## config.mk

```make
export PLATFORM = sky130hd
export DESIGN_NAME = calendar_week_generator_unit
export DESIGN_NICKNAME = d
export VERILOG_FILES = /design/src/hdl/cwg_pkg.sv /design/src/hdl/cwg_weekday.sv /design/src/hdl/calendar_week_generator_unit.sv
export SDC_FILE = /design/constraint.sdc
export NUM_CORES = 1
export LEC_CHECK = 0
export BUFFER_PORTS_ARGS = -buffer_cell sky130_fd_sc_hd__buf_2
export CAP_MARGIN = 20
export CORE_MARGIN = 2
export CORE_UTILIZATION = 45
export DETAILED_ROUTE_END_ITERATION = 6
export GPL_TIMING_DRIVEN = 0
export PLACE_DENSITY = 0.62
export RECOVER_POWER = 25
export SYNTH_ARGS = -nofsm -noshare
export SYNTH_HDL_FRONTEND = slang
export SYNTH_HIERARCHICAL = 1
export SYNTH_SLANG_ARGS = --single-unit
export TNS_END_PERCENT = 50
```

## constraint.sdc

```tcl
create_clock -name i_clk -period 3.9 [get_ports i_clk]
set_input_delay 0.39 -clock i_clk [delete_from_list [all_inputs] [get_ports i_clk]]
set_output_delay 0.39 -clock i_clk [all_outputs]
set_load 0.02 [all_outputs]
```

## src/hdl/cwg_pkg.sv

```systemverilog
package cwg_pkg;

    localparam int unsigned YEAR_W  = 12;
    localparam int unsigned MONTH_W = 4;
    localparam int unsigned DAY_W   = 5;
    localparam int unsigned LEFT_W  = 8;
    localparam int unsigned WDAY_W  = 3;

    localparam logic [YEAR_W-1:0]  EPOCH_YEAR = 12'd1970;
    localparam logic [12:0]        YEAR_BIAS  = 13'd2462;
    localparam logic [YEAR_W-1:0]  EPOCH_WDAY = 12'd3;
    localparam logic [WDAY_W-1:0]  LAST_SLOT  = 3'd6;
    localparam logic [WDAY_W-1:0]  WEEK_WRAP  = 3'd7;
    localparam logic [MONTH_W-1:0] JANUARY    = 4'd1;
    localparam logic [MONTH_W-1:0] FEBRUARY   = 4'd2;
    localparam logic [MONTH_W-1:0] DECEMBER   = 4'd12;

    localparam logic [1:0] REG_START_YEAR  = 2'd0;
    localparam logic [1:0] REG_START_MONTH = 2'd1;
    localparam logic [1:0] REG_MONTH_COUNT = 2'd2;

    localparam logic [2:0] OFFS_COMMON [12] = '{3'd0, 3'd3, 3'd3, 3'd6, 3'd1, 3'd4,
                                                3'd6, 3'd2, 3'd5, 3'd0, 3'd3, 3'd5};
    localparam logic [2:0] OFFS_LEAP   [12] = '{3'd0, 3'd3, 3'd4, 3'd0, 3'd2, 3'd5,
                                                3'd0, 3'd3, 3'd6, 3'd1, 3'd4, 3'd6};

    typedef enum logic [1:0] {
        S_IDLE,
        S_WDAY,
        S_EMIT,
        S_DONE
    } t_state;

    typedef struct packed {
        logic              done;
        logic [WDAY_W-1:0] wday;
    } t_wd_rsp;

    function automatic logic month_ok(input logic [MONTH_W-1:0] m);
        return (m >= JANUARY) && (m <= DECEMBER);
    endfunction

    function automatic logic [2:0] month_offset(input logic leap,
                                                input logic [MONTH_W-1:0] m);
        logic [3:0] idx;
        idx = month_ok(m) ? (m - JANUARY) : 4'd0;
        return leap ? OFFS_LEAP[idx] : OFFS_COMMON[idx];
    endfunction

    function automatic logic [DAY_W-1:0] month_days(input logic [YEAR_W-1:0] y,
                                                    input logic [MONTH_W-1:0] m);
        logic [DAY_W-1:0] d;
        case (m)
            4'd4, 4'd6, 4'd9, 4'd11: d = 5'd30;
            FEBRUARY:                d = (y[1:0] == 2'b00) ? 5'd29 : 5'd28;
            default:                 d = 5'd31;
        endcase
        return d;
    endfunction

endpackage

```

## src/hdl/cwg_weekday.sv

```systemverilog
module cwg_weekday
    import cwg_pkg::*;
(
    input  logic               i_clk,
    input  logic               i_rst_n,
    input  logic               i_start,
    input  logic [YEAR_W-1:0]  i_year,
    input  logic [MONTH_W-1:0] i_month,
    output t_wd_rsp            o_rsp
);

    logic               r_busy;
    logic [2:0]         r_step;
    logic [YEAR_W-1:0]  r_acc;
    logic [YEAR_W-1:0]  r_year;
    logic [MONTH_W-1:0] r_month;
    logic               r_done;
    logic [WDAY_W-1:0]  r_wday;

    logic [12:0]        base_sum;
    logic [YEAR_W-1:0]  n_acc;

    // one adder, operands picked by step: year term, month term, then octal folds
    always_comb begin
        base_sum = {1'b0, r_year} + {1'b0, (r_year - 12'd1) >> 2} - YEAR_BIAS;
        case (r_step)
            3'd0:    n_acc = (r_year > EPOCH_YEAR) ? base_sum[YEAR_W-1:0] : '0;
            3'd1:    n_acc = r_acc + EPOCH_WDAY
                           + {9'd0, month_offset(r_year[1:0] == 2'b00, r_month)};
            default: n_acc = {9'd0, r_acc[11:9]} + {9'd0, r_acc[8:6]}
                           + {9'd0, r_acc[5:3]} + {9'd0, r_acc[2:0]};
        endcase
    end

    always_ff @(posedge i_clk) begin
        if (!i_rst_n) begin
            r_busy <= 1'b0;
            r_step <= '0;
            r_done <= 1'b0;
        end else begin
            r_done <= 1'b0;
            if (i_start) begin
                r_busy <= 1'b1;
                r_step <= '0;
            end else if (r_busy) begin
                if (r_step == 3'd4) begin
                    r_busy <= 1'b0;
                    r_done <= 1'b1;
                end
                r_step <= r_step + 3'd1;
            end
        end
    end

    always_ff @(posedge i_clk) begin
        if (i_start) begin
            r_year  <= i_year;
            r_month <= i_month;
        end else if (r_busy) begin
            r_acc <= n_acc;
            if (r_step == 3'd4) begin
                r_wday <= (n_acc[2:0] == WEEK_WRAP) ? '0 : n_acc[2:0];
            end
        end
    end

    assign o_rsp.done = r_done;
    assign o_rsp.wday = r_wday;

endmodule

```

## src/hdl/calendar_week_generator_unit.sv

```systemverilog
// Monday-first month calendar, one week per input transfer. A transfer on the slave side
// (tdata bit 0 = restart) yields seven slot transfers, Monday to Sunday, the last with tlast;
// when no months remain it yields a single transfer with tuser and tlast set. A week that
// begins on day 1 of a month first runs the weekday unit (year term, month offset, three octal
// folds for mod 7) and then picks up its result; a week that continues a month goes straight to
// its slots, and a done request to its single done transfer. Each slot is one cycle of the date
// stepper, and output stalls stretch this. Configuration writes take effect only at a request
// with restart set.
module calendar_week_generator_unit
    import cwg_pkg::*;
(
    input  logic        i_clk,
    input  logic        i_rst_n,
    input  logic        i_cfg_valid,
    output logic        o_cfg_ready,
    input  logic [1:0]  i_cfg_index,
    input  logic [11:0] i_cfg_data,
    input  logic        i_s_axis_tvalid,
    output logic        o_s_axis_tready,
    input  logic [7:0]  i_s_axis_tdata,   // restart
    output logic        o_m_axis_tvalid,
    input  logic        i_m_axis_tready,
    output logic [31:0] o_m_axis_tdata,   // slot_valid, date_year, date_month, date_day,
                                          // slot_index
    output logic        o_m_axis_tlast,
    output logic        o_m_axis_tuser    // calendar_done
);

    logic [YEAR_W-1:0]  r_cfg_year;
    logic [MONTH_W-1:0] r_cfg_month;
    logic [LEFT_W-1:0]  r_cfg_count;

    t_state             r_state, n_state;
    logic [YEAR_W-1:0]  r_year, n_year;
    logic [MONTH_W-1:0] r_month, n_month;
    logic [DAY_W-1:0]   r_day, n_day;
    logic [LEFT_W-1:0]  r_left, n_left;
    logic [WDAY_W-1:0]  r_pos, n_pos;
    logic [WDAY_W-1:0]  r_slot, n_slot;

    logic               r_m_tvalid, n_m_tvalid;
    logic [31:0]        r_m_tdata, n_m_tdata;
    logic               r_m_tlast, n_m_tlast;
    logic               r_m_tuser, n_m_tuser;

    logic               s_fire;
    logic               can_load;
    logic               restart;
    logic [YEAR_W-1:0]  e_year;
    logic [MONTH_W-1:0] e_month;
    logic [DAY_W-1:0]   e_day;
    logic [LEFT_W-1:0]  e_left;
    logic               wd_start;
    t_wd_rsp            wd_rsp;
    logic               slot_ok;

    assign o_cfg_ready     = 1'b1;
    assign o_s_axis_tready = (r_state == S_IDLE);
    assign s_fire          = i_s_axis_tvalid && o_s_axis_tready;
    assign can_load        = !r_m_tvalid || i_m_axis_tready;
    assign restart         = i_s_axis_tdata[0];

    always_ff @(posedge i_clk) begin
        if (!i_rst_n) begin
            r_cfg_year  <= 12'd2020;
            r_cfg_month <= JANUARY;
            r_cfg_count <= 8'd1;
        end else if (i_cfg_valid) begin
            unique case (i_cfg_index)
                REG_START_YEAR:  r_cfg_year  <= i_cfg_data;
                REG_START_MONTH: r_cfg_month <= i_cfg_data[MONTH_W-1:0];
                REG_MONTH_COUNT: r_cfg_count <= i_cfg_data[LEFT_W-1:0];
                default: ;
            endcase
        end
    end

    // state after an optional restart
    always_comb begin
        if (restart) begin
            e_year  = r_cfg_year;
            e_month = month_ok(r_cfg_month) ? r_cfg_month : JANUARY;
            e_day   = 5'd1;
            e_left  = r_cfg_count;
        end else begin
            e_year  = r_year;
            e_month = r_month;
            e_day   = r_day;
            e_left  = r_left;
        end
    end

    cwg_weekday u_weekday (
        .i_clk   (i_clk),
        .i_rst_n (i_rst_n),
        .i_start (wd_start),
        .i_year  (e_year),
        .i_month (e_month),
        .o_rsp   (wd_rsp)
    );

    always_comb begin
        n_state    = r_state;
        n_year     = r_year;
        n_month    = r_month;
        n_day      = r_day;
        n_left     = r_left;
        n_pos      = r_pos;
        n_slot     = r_slot;
        n_m_tvalid = r_m_tvalid && !i_m_axis_tready;
        n_m_tdata  = r_m_tdata;
        n_m_tlast  = r_m_tlast;
        n_m_tuser  = r_m_tuser;
        wd_start   = 1'b0;
        slot_ok    = (r_slot >= r_pos) && (r_left != '0);
        unique case (r_state)
            S_IDLE: begin
                if (s_fire) begin
                    n_year  = e_year;
                    n_month = e_month;
                    n_day   = e_day;
                    n_left  = e_left;
                    n_pos   = '0;
                    n_slot  = '0;
                    if (e_left == '0) begin
                        n_state = S_DONE;
                    end else if (e_day == 5'd1) begin
                        wd_start = 1'b1;
                        n_state  = S_WDAY;
                    end else begin
                        n_state = S_EMIT;
                    end
                end
            end
            S_WDAY: begin
                if (wd_rsp.done) begin
                    n_pos   = wd_rsp.wday;
                    n_state = S_EMIT;
                end
            end
            S_EMIT: begin
                if (can_load) begin
                    n_m_tvalid = 1'b1;
                    n_m_tlast  = (r_slot == LAST_SLOT);
                    n_m_tuser  = 1'b0;
                    if (slot_ok) begin
                        n_m_tdata = {7'd0, r_slot, r_day, r_month, r_year, 1'b1};
                        if (r_day == month_days(r_year, r_month)) begin
                            n_day  = 5'd1;
                            n_left = r_left - 8'd1;
                            if (r_month >= DECEMBER) begin
                                n_month = JANUARY;
                                n_year  = r_year + 12'd1;
                            end else begin
                                n_month = r_month + 4'd1;
                            end
                        end else begin
                            n_day = r_day + 5'd1;
                        end
                    end else begin
                        n_m_tdata = {7'd0, r_slot, 22'd0};
                    end
                    if (r_slot == LAST_SLOT) begin
                        n_state = S_IDLE;
                    end else begin
                        n_slot = r_slot + 3'd1;
                    end
                end
            end
            S_DONE: begin
                if (can_load) begin
                    n_m_tvalid = 1'b1;
                    n_m_tdata  = '0;
                    n_m_tlast  = 1'b1;
                    n_m_tuser  = 1'b1;
                    n_state    = S_IDLE;
                end
            end
            default: n_state = S_IDLE;
        endcase
    end

    always_ff @(posedge i_clk) begin
        if (!i_rst_n) begin
            r_state    <= S_IDLE;
            r_year     <= 12'd2020;
            r_month    <= JANUARY;
            r_day      <= 5'd1;
            r_left     <= 8'd1;
            r_pos      <= '0;
            r_slot     <= '0;
            r_m_tvalid <= 1'b0;
        end else begin
            r_state    <= n_state;
            r_year     <= n_year;
            r_month    <= n_month;
            r_day      <= n_day;
            r_left     <= n_left;
            r_pos      <= n_pos;
            r_slot     <= n_slot;
            r_m_tvalid <= n_m_tvalid;
        end
    end

    always_ff @(posedge i_clk) begin
        r_m_tdata <= n_m_tdata;
        r_m_tlast <= n_m_tlast;
        r_m_tuser <= n_m_tuser;
    end

    assign o_m_axis_tvalid = r_m_tvalid;
    assign o_m_axis_tdata  = r_m_tdata;
    assign o_m_axis_tlast  = r_m_tlast;
    assign o_m_axis_tuser  = r_m_tuser;

    a_done_is_last: assert property (@(posedge i_clk) disable iff (!i_rst_n)
        o_m_axis_tvalid && o_m_axis_tuser |-> o_m_axis_tlast)
        else $error("done transfer without tlast");

    a_wday_range: assert property (@(posedge i_clk) disable iff (!i_rst_n)
        wd_rsp.done |-> wd_rsp.wday != WEEK_WRAP)
        else $error("weekday out of range");

    a_date_sane: assert property (@(posedge i_clk) disable iff (!i_rst_n)
        o_m_axis_tvalid && o_m_axis_tdata[0] |->
            month_ok(o_m_axis_tdata[16:13]) && (o_m_axis_tdata[21:17] != 5'd0))
        else $error("valid slot with bad date");

    a_day_in_month: assert property (@(posedge i_clk) disable iff (!i_rst_n)
        r_state == S_EMIT |-> (r_day <= month_days(r_year, r_month)) && month_ok(r_month))
        else $error("day counter past month end");

endmodule
```

==> summary.txt <==
Die
  • Core area: 17100 um^2
  • Die Span Y: 136 um
  • Row Count: 48
  • Top-Level Pins: 64
  • Area of the die: 18400 um^2
  • Die W: 136 um
  • Initial Util: 45.7%

Power and ir drop
  • Comb pwr share: 28.1%
  • Leak pwr: 0.00355 uW
  • Net Sw Power: 1370 uW
  • Max VDD drop: 0.000327 V
  • Sequential share of power: 36.2%
  • Sw Ratio: 31.4%
  • Clock share of power: 35.8%
  • Pint: 2990 uW
  • Pwr dens: 479 nW/um^2

Global route
  • Grt total ovfl: 0
  • First-pass GRT wire length: 32800 um
  • Initial antenna violation count: 0
  • Vias in the first global route: 6210
  • Global Route Usage Sum: 23.1%
  • Largest net degree at the start of global routing: 20

Status
  • Status: finished clean

Detailed routing
  • Drt wl/cell: 17.6 um
  • Final ANT Viol Nets: 0
  • First-pass DRT Iterations: 5
  • Final WL: 20600 um
  • Initial DRC count: 649
  • DR vias: 6714
  • DRC errors left: 0
  • Average vias per placed instance: 5.72

Synth
  • Seq cells post-synth: 125
  • Compound-Gate Fraction of Synth Area: 16.5%
  • XOR/XNOR Fraction of Synth Area: 3.25%
  • Synthesis Warnings: 6
  • Mapped Cells: 857
  • Syn Area/Cell: 9.12 um^2
  • Synthesized cell area: 7820 um^2
  • Top_reg_cell synth: dfxtp_1
  • Mux share of post-synthesis cell area: 4.51%
  • Largest family of logic cells by synthesized area: simple AND/OR/NAND/NOR gates
  • Synth unique cells: 73
  • Area contributors post-synth: edfxtp_1 22%, dfxtp_1 17%, ha_1 8.5%
  • Leading area contributor after synthesis: edfxtp_1
  • Synth Area in Simple Gates: 20.1%
  • Sequential fraction of the synthesis area: 39.4%
  • Top cell type's share of synthesized area: 22.3%
  • Ys async rst share: 0%
  • Post-Synth Adder-Cell Area: 10.5%
  • Post-synth EDFFs: 58

Timing
  • Max frequency: 0.260 GHz
  • Hold Vio Cnt, Final: 0
  • Final min period: 3.84 ns
  • Setup violators final: 0
  • Normalized max-slew margin: 37.8%
  • RSZ-0062 raised after global routing: true
  • Setup slack after layout: 0.0586 ns
  • Final worst path period share: 98.5%
  • Setup_tns: 0 ns
  • Fin Hold WS: 0.175 ns
  • Worst clock skew: 0.00959 ns
  • Worst-Margin Slew: 0.925 ns
  • Slew Viols, Final: 0

Worst setup path
  • Crit path max fanout: 4
  • Reg2Reg Depth: 16
  • Reg2reg setup slack: 0.06 ns
  • Worst reg2reg path endpoint: u_weekday/r_acc[8]
  • Worst R2R Start: u_weekday/r_month[0]
  • WP data required: 4.06 ns
  • WS Path Type: register to register
  • CP endpoint kind: register
  • CP Launch Type: register
  • Worst EP arrival: 4.00 ns
  • CP Launch Point: u_weekday/r_month[0]

Clock network
  • CTS tree: built
  • Clk buf depth: 2
  • Number of buffers created by CTS: 17
  • # hold bufs at CTS: 0
  • Clock Sinks: 125
  • Root Buffer: clkbuf_16
  • Clock Latency Late Sink: 0.43 ns
  • Htree depth: 4
  • Clock-pin slew on the worst setup and hold paths: 0.05 ns

Layout
  • Final Cell Area: 9090 um^2
  • Layout area overhead: 16.3%
  • Fill cell count: 1596
  • FF/Latch Area: 3080 um^2
  • ANT cells: 0
  • Final nets: 1023
  • Layout cells sized above 1: 11.0%
  • Multi-input gate area: 4450 um^2

Hold path
  • Worst min path class: input port to register
  • Min-Delay Endpoint: r_cfg_year[9]
  • Hold Startpoint: i_cfg_data[9]
  • Hold path cells: 3

Placement
  • Place WS: -0.274 ns
  • IO Port Bufs: 48
  • Routability cong.: 0.920
  • DP Area: 8390 um^2
  • Dpl hpwl: 15200 um

Flow run
  • Max-Cap Viols: 0
-- final cells by class --
type	count	share of cell area, %
sequential	125	33.9
multi-input combinational	634	48.9
buffer	54	2.78
clock inverter	14	1.67
tap	225	3.10
timing repair buffer	53	2.86
inverter	50	2.06
clock buffer	18	4.72
-- Yosys cell counts, types with 26 or more instances --
master / n
nand2_1: 79
dfxtp_1: 67
nor2_1: 69
nor3_1: 26
inv_1: 50
clkbuf_1: 38
a21oi_1: 38
o21ai_0: 49
edfxtp_1: 58
ha_1: 53
nand3_1: 30
-- power groups by stage --
stage / clock network, uW / logic (uW) / registers, uW
3_3_place_gp: 0 / 1100 / 1600
3_5_place_dp: 0 / 1110 / 1600
5_1_grt: 1630 / 1360 / 1580
4_1_cts: 1580 / 1160 / 1570
2_1_floorplan: 0 / 807 / 1600
6_report: 1560 / 1220 / 1570
-- cells in the final DEF, fill, tap and decap left out, drive strengths merged, types with 5 or more instances in the layout --
cell | netlist | final
xor2 | 5 | 5
nand3b | 6 | 6
edfxtp | 58 | 58
a31oi | 18 | 18
nor2 | 69 | 69
mux2i | 24 | 24
nor2b | 13 | 13
nand2b | 11 | 11
xnor2 | 24 | 24
and2 | 18 | 18
mux2 | 10 | 10
nand2 | 81 | 81
a21oi | 38 | 38
a311oi | 5 | 5
clkinv | 0 | 8
dfxtp | 67 | 67
a21o | 6 | 6
or2 | 5 | 5
ha | 53 | 53
o21ai | 50 | 50
buf | 16 | 38
o211ai | 7 | 7
nor3 | 28 | 28
nand3 | 30 | 30
o31ai | 11 | 11
a211oi | 6 | 6
clkbuf | 38 | 87
o22ai | 6 | 6
nand4 | 7 | 7
nand4b | 5 | 5
and3 | 8 | 8
conb | 2 | 8
fa | 8 | 8
nor4 | 8 | 8
inv | 50 | 50
-- logic make-up (layout without fill, tap and decap cells) --
| logic type | Yosys count | in the layout |
|---|---|---|
| adders and majority gates | 61 | 61 |
| and+or+nand+nor | 308 | 308 |
| xor gates and xnor gates | 29 | 29 |
| buffers and inverters | 104 | 189 |
| DFF | 125 | 125 |
| muxes | 34 | 34 |
| AOI/OAI and AO/OA | 194 | 194 |
| other | 2 | 8 |
-- stage by stage --
step	std cells	power, uW	util [%]
after floorplan	863	2400	-
after global placement	1136	2700	48.8
after detailed placement	1137	2710	49.0
after CTS	1171	4310	52.8
after global routing	1173	4570	53.1
final	1173	4350	53.1
-- timing repair --
action / 4_1_cts / 5_1_grt
gates resized for setup: 10 / 24
endpoints found under the setup margin: 12 / 13
pin swaps: 0 / 18
setup buffers: 2 / 1
-- layer usage --
| layer | up-vias | routed length, um | track usage (%) |
|---|---|---|---|
| met2 | 253 | 9130 | 35.0 |
| met3 | 36 | 1410 | 4.71 |
| met1 | 3162 | 9680 | 32.9 |
| met4 | 0 | 384 | 7.87 |
| met5 | - | 0 | 0 |
| li1 | 3263 | - | - |
-- how the worst max path moves through the flow --
stage / end / cells after the start / slack (ns)
after global routing: u_weekday/r_acc[8] / 18 / -0.16
final: u_weekday/r_acc[8] / 16 / 0.06
after global placement: u_weekday/r_acc[6] / 18 / -0.21
after detailed placement: u_weekday/r_acc[11] / 18 / -0.27
after floorplan: u_weekday/r_acc[11] / 18 / 0.13
after CTS: u_weekday/r_wday[0] / 19 / 0.01
-- state kept, by name (all words and copies together) (netlist names), 2 cells and up --
| signal | count |
|---|---|
| u_weekday/r_acc | 12 |
| r_slot | 3 |
| r_left | 8 |
| u_weekday/r_month | 4 |
| r_cfg_count | 8 |
| r_pos | 3 |
| r_state | 2 |
| u_weekday/r_step | 3 |
| r_cfg_month | 4 |
| r_month | 4 |
| u_weekday/r_wday | 3 |
| r_day | 5 |
| r_year | 12 |
| r_cfg_year | 12 |
| u_weekday/r_year | 12 |
| o_m_axis_tdata | 25 |
-- worst max-delay path, stage by stage, from the launching register on --
cell	delay, ns
edfxtp_1	0.42
buf_4	0.18
ha_1	0.25
o31ai_4	0.25
or2_4	0.21
ha_4	0.22
mux2_4	0.27
a311oi_2	0.21
a21oi_2	0.06
ha_1	0.34
ha_1	0.28
a21o_1	0.20
a21oi_4	0.19
nand3b_1	0.15
xnor2_1	0.10
a22oi_1	0.16
nor2_1	0.07
No activity file was read; power rests on OpenSTA's default activity.
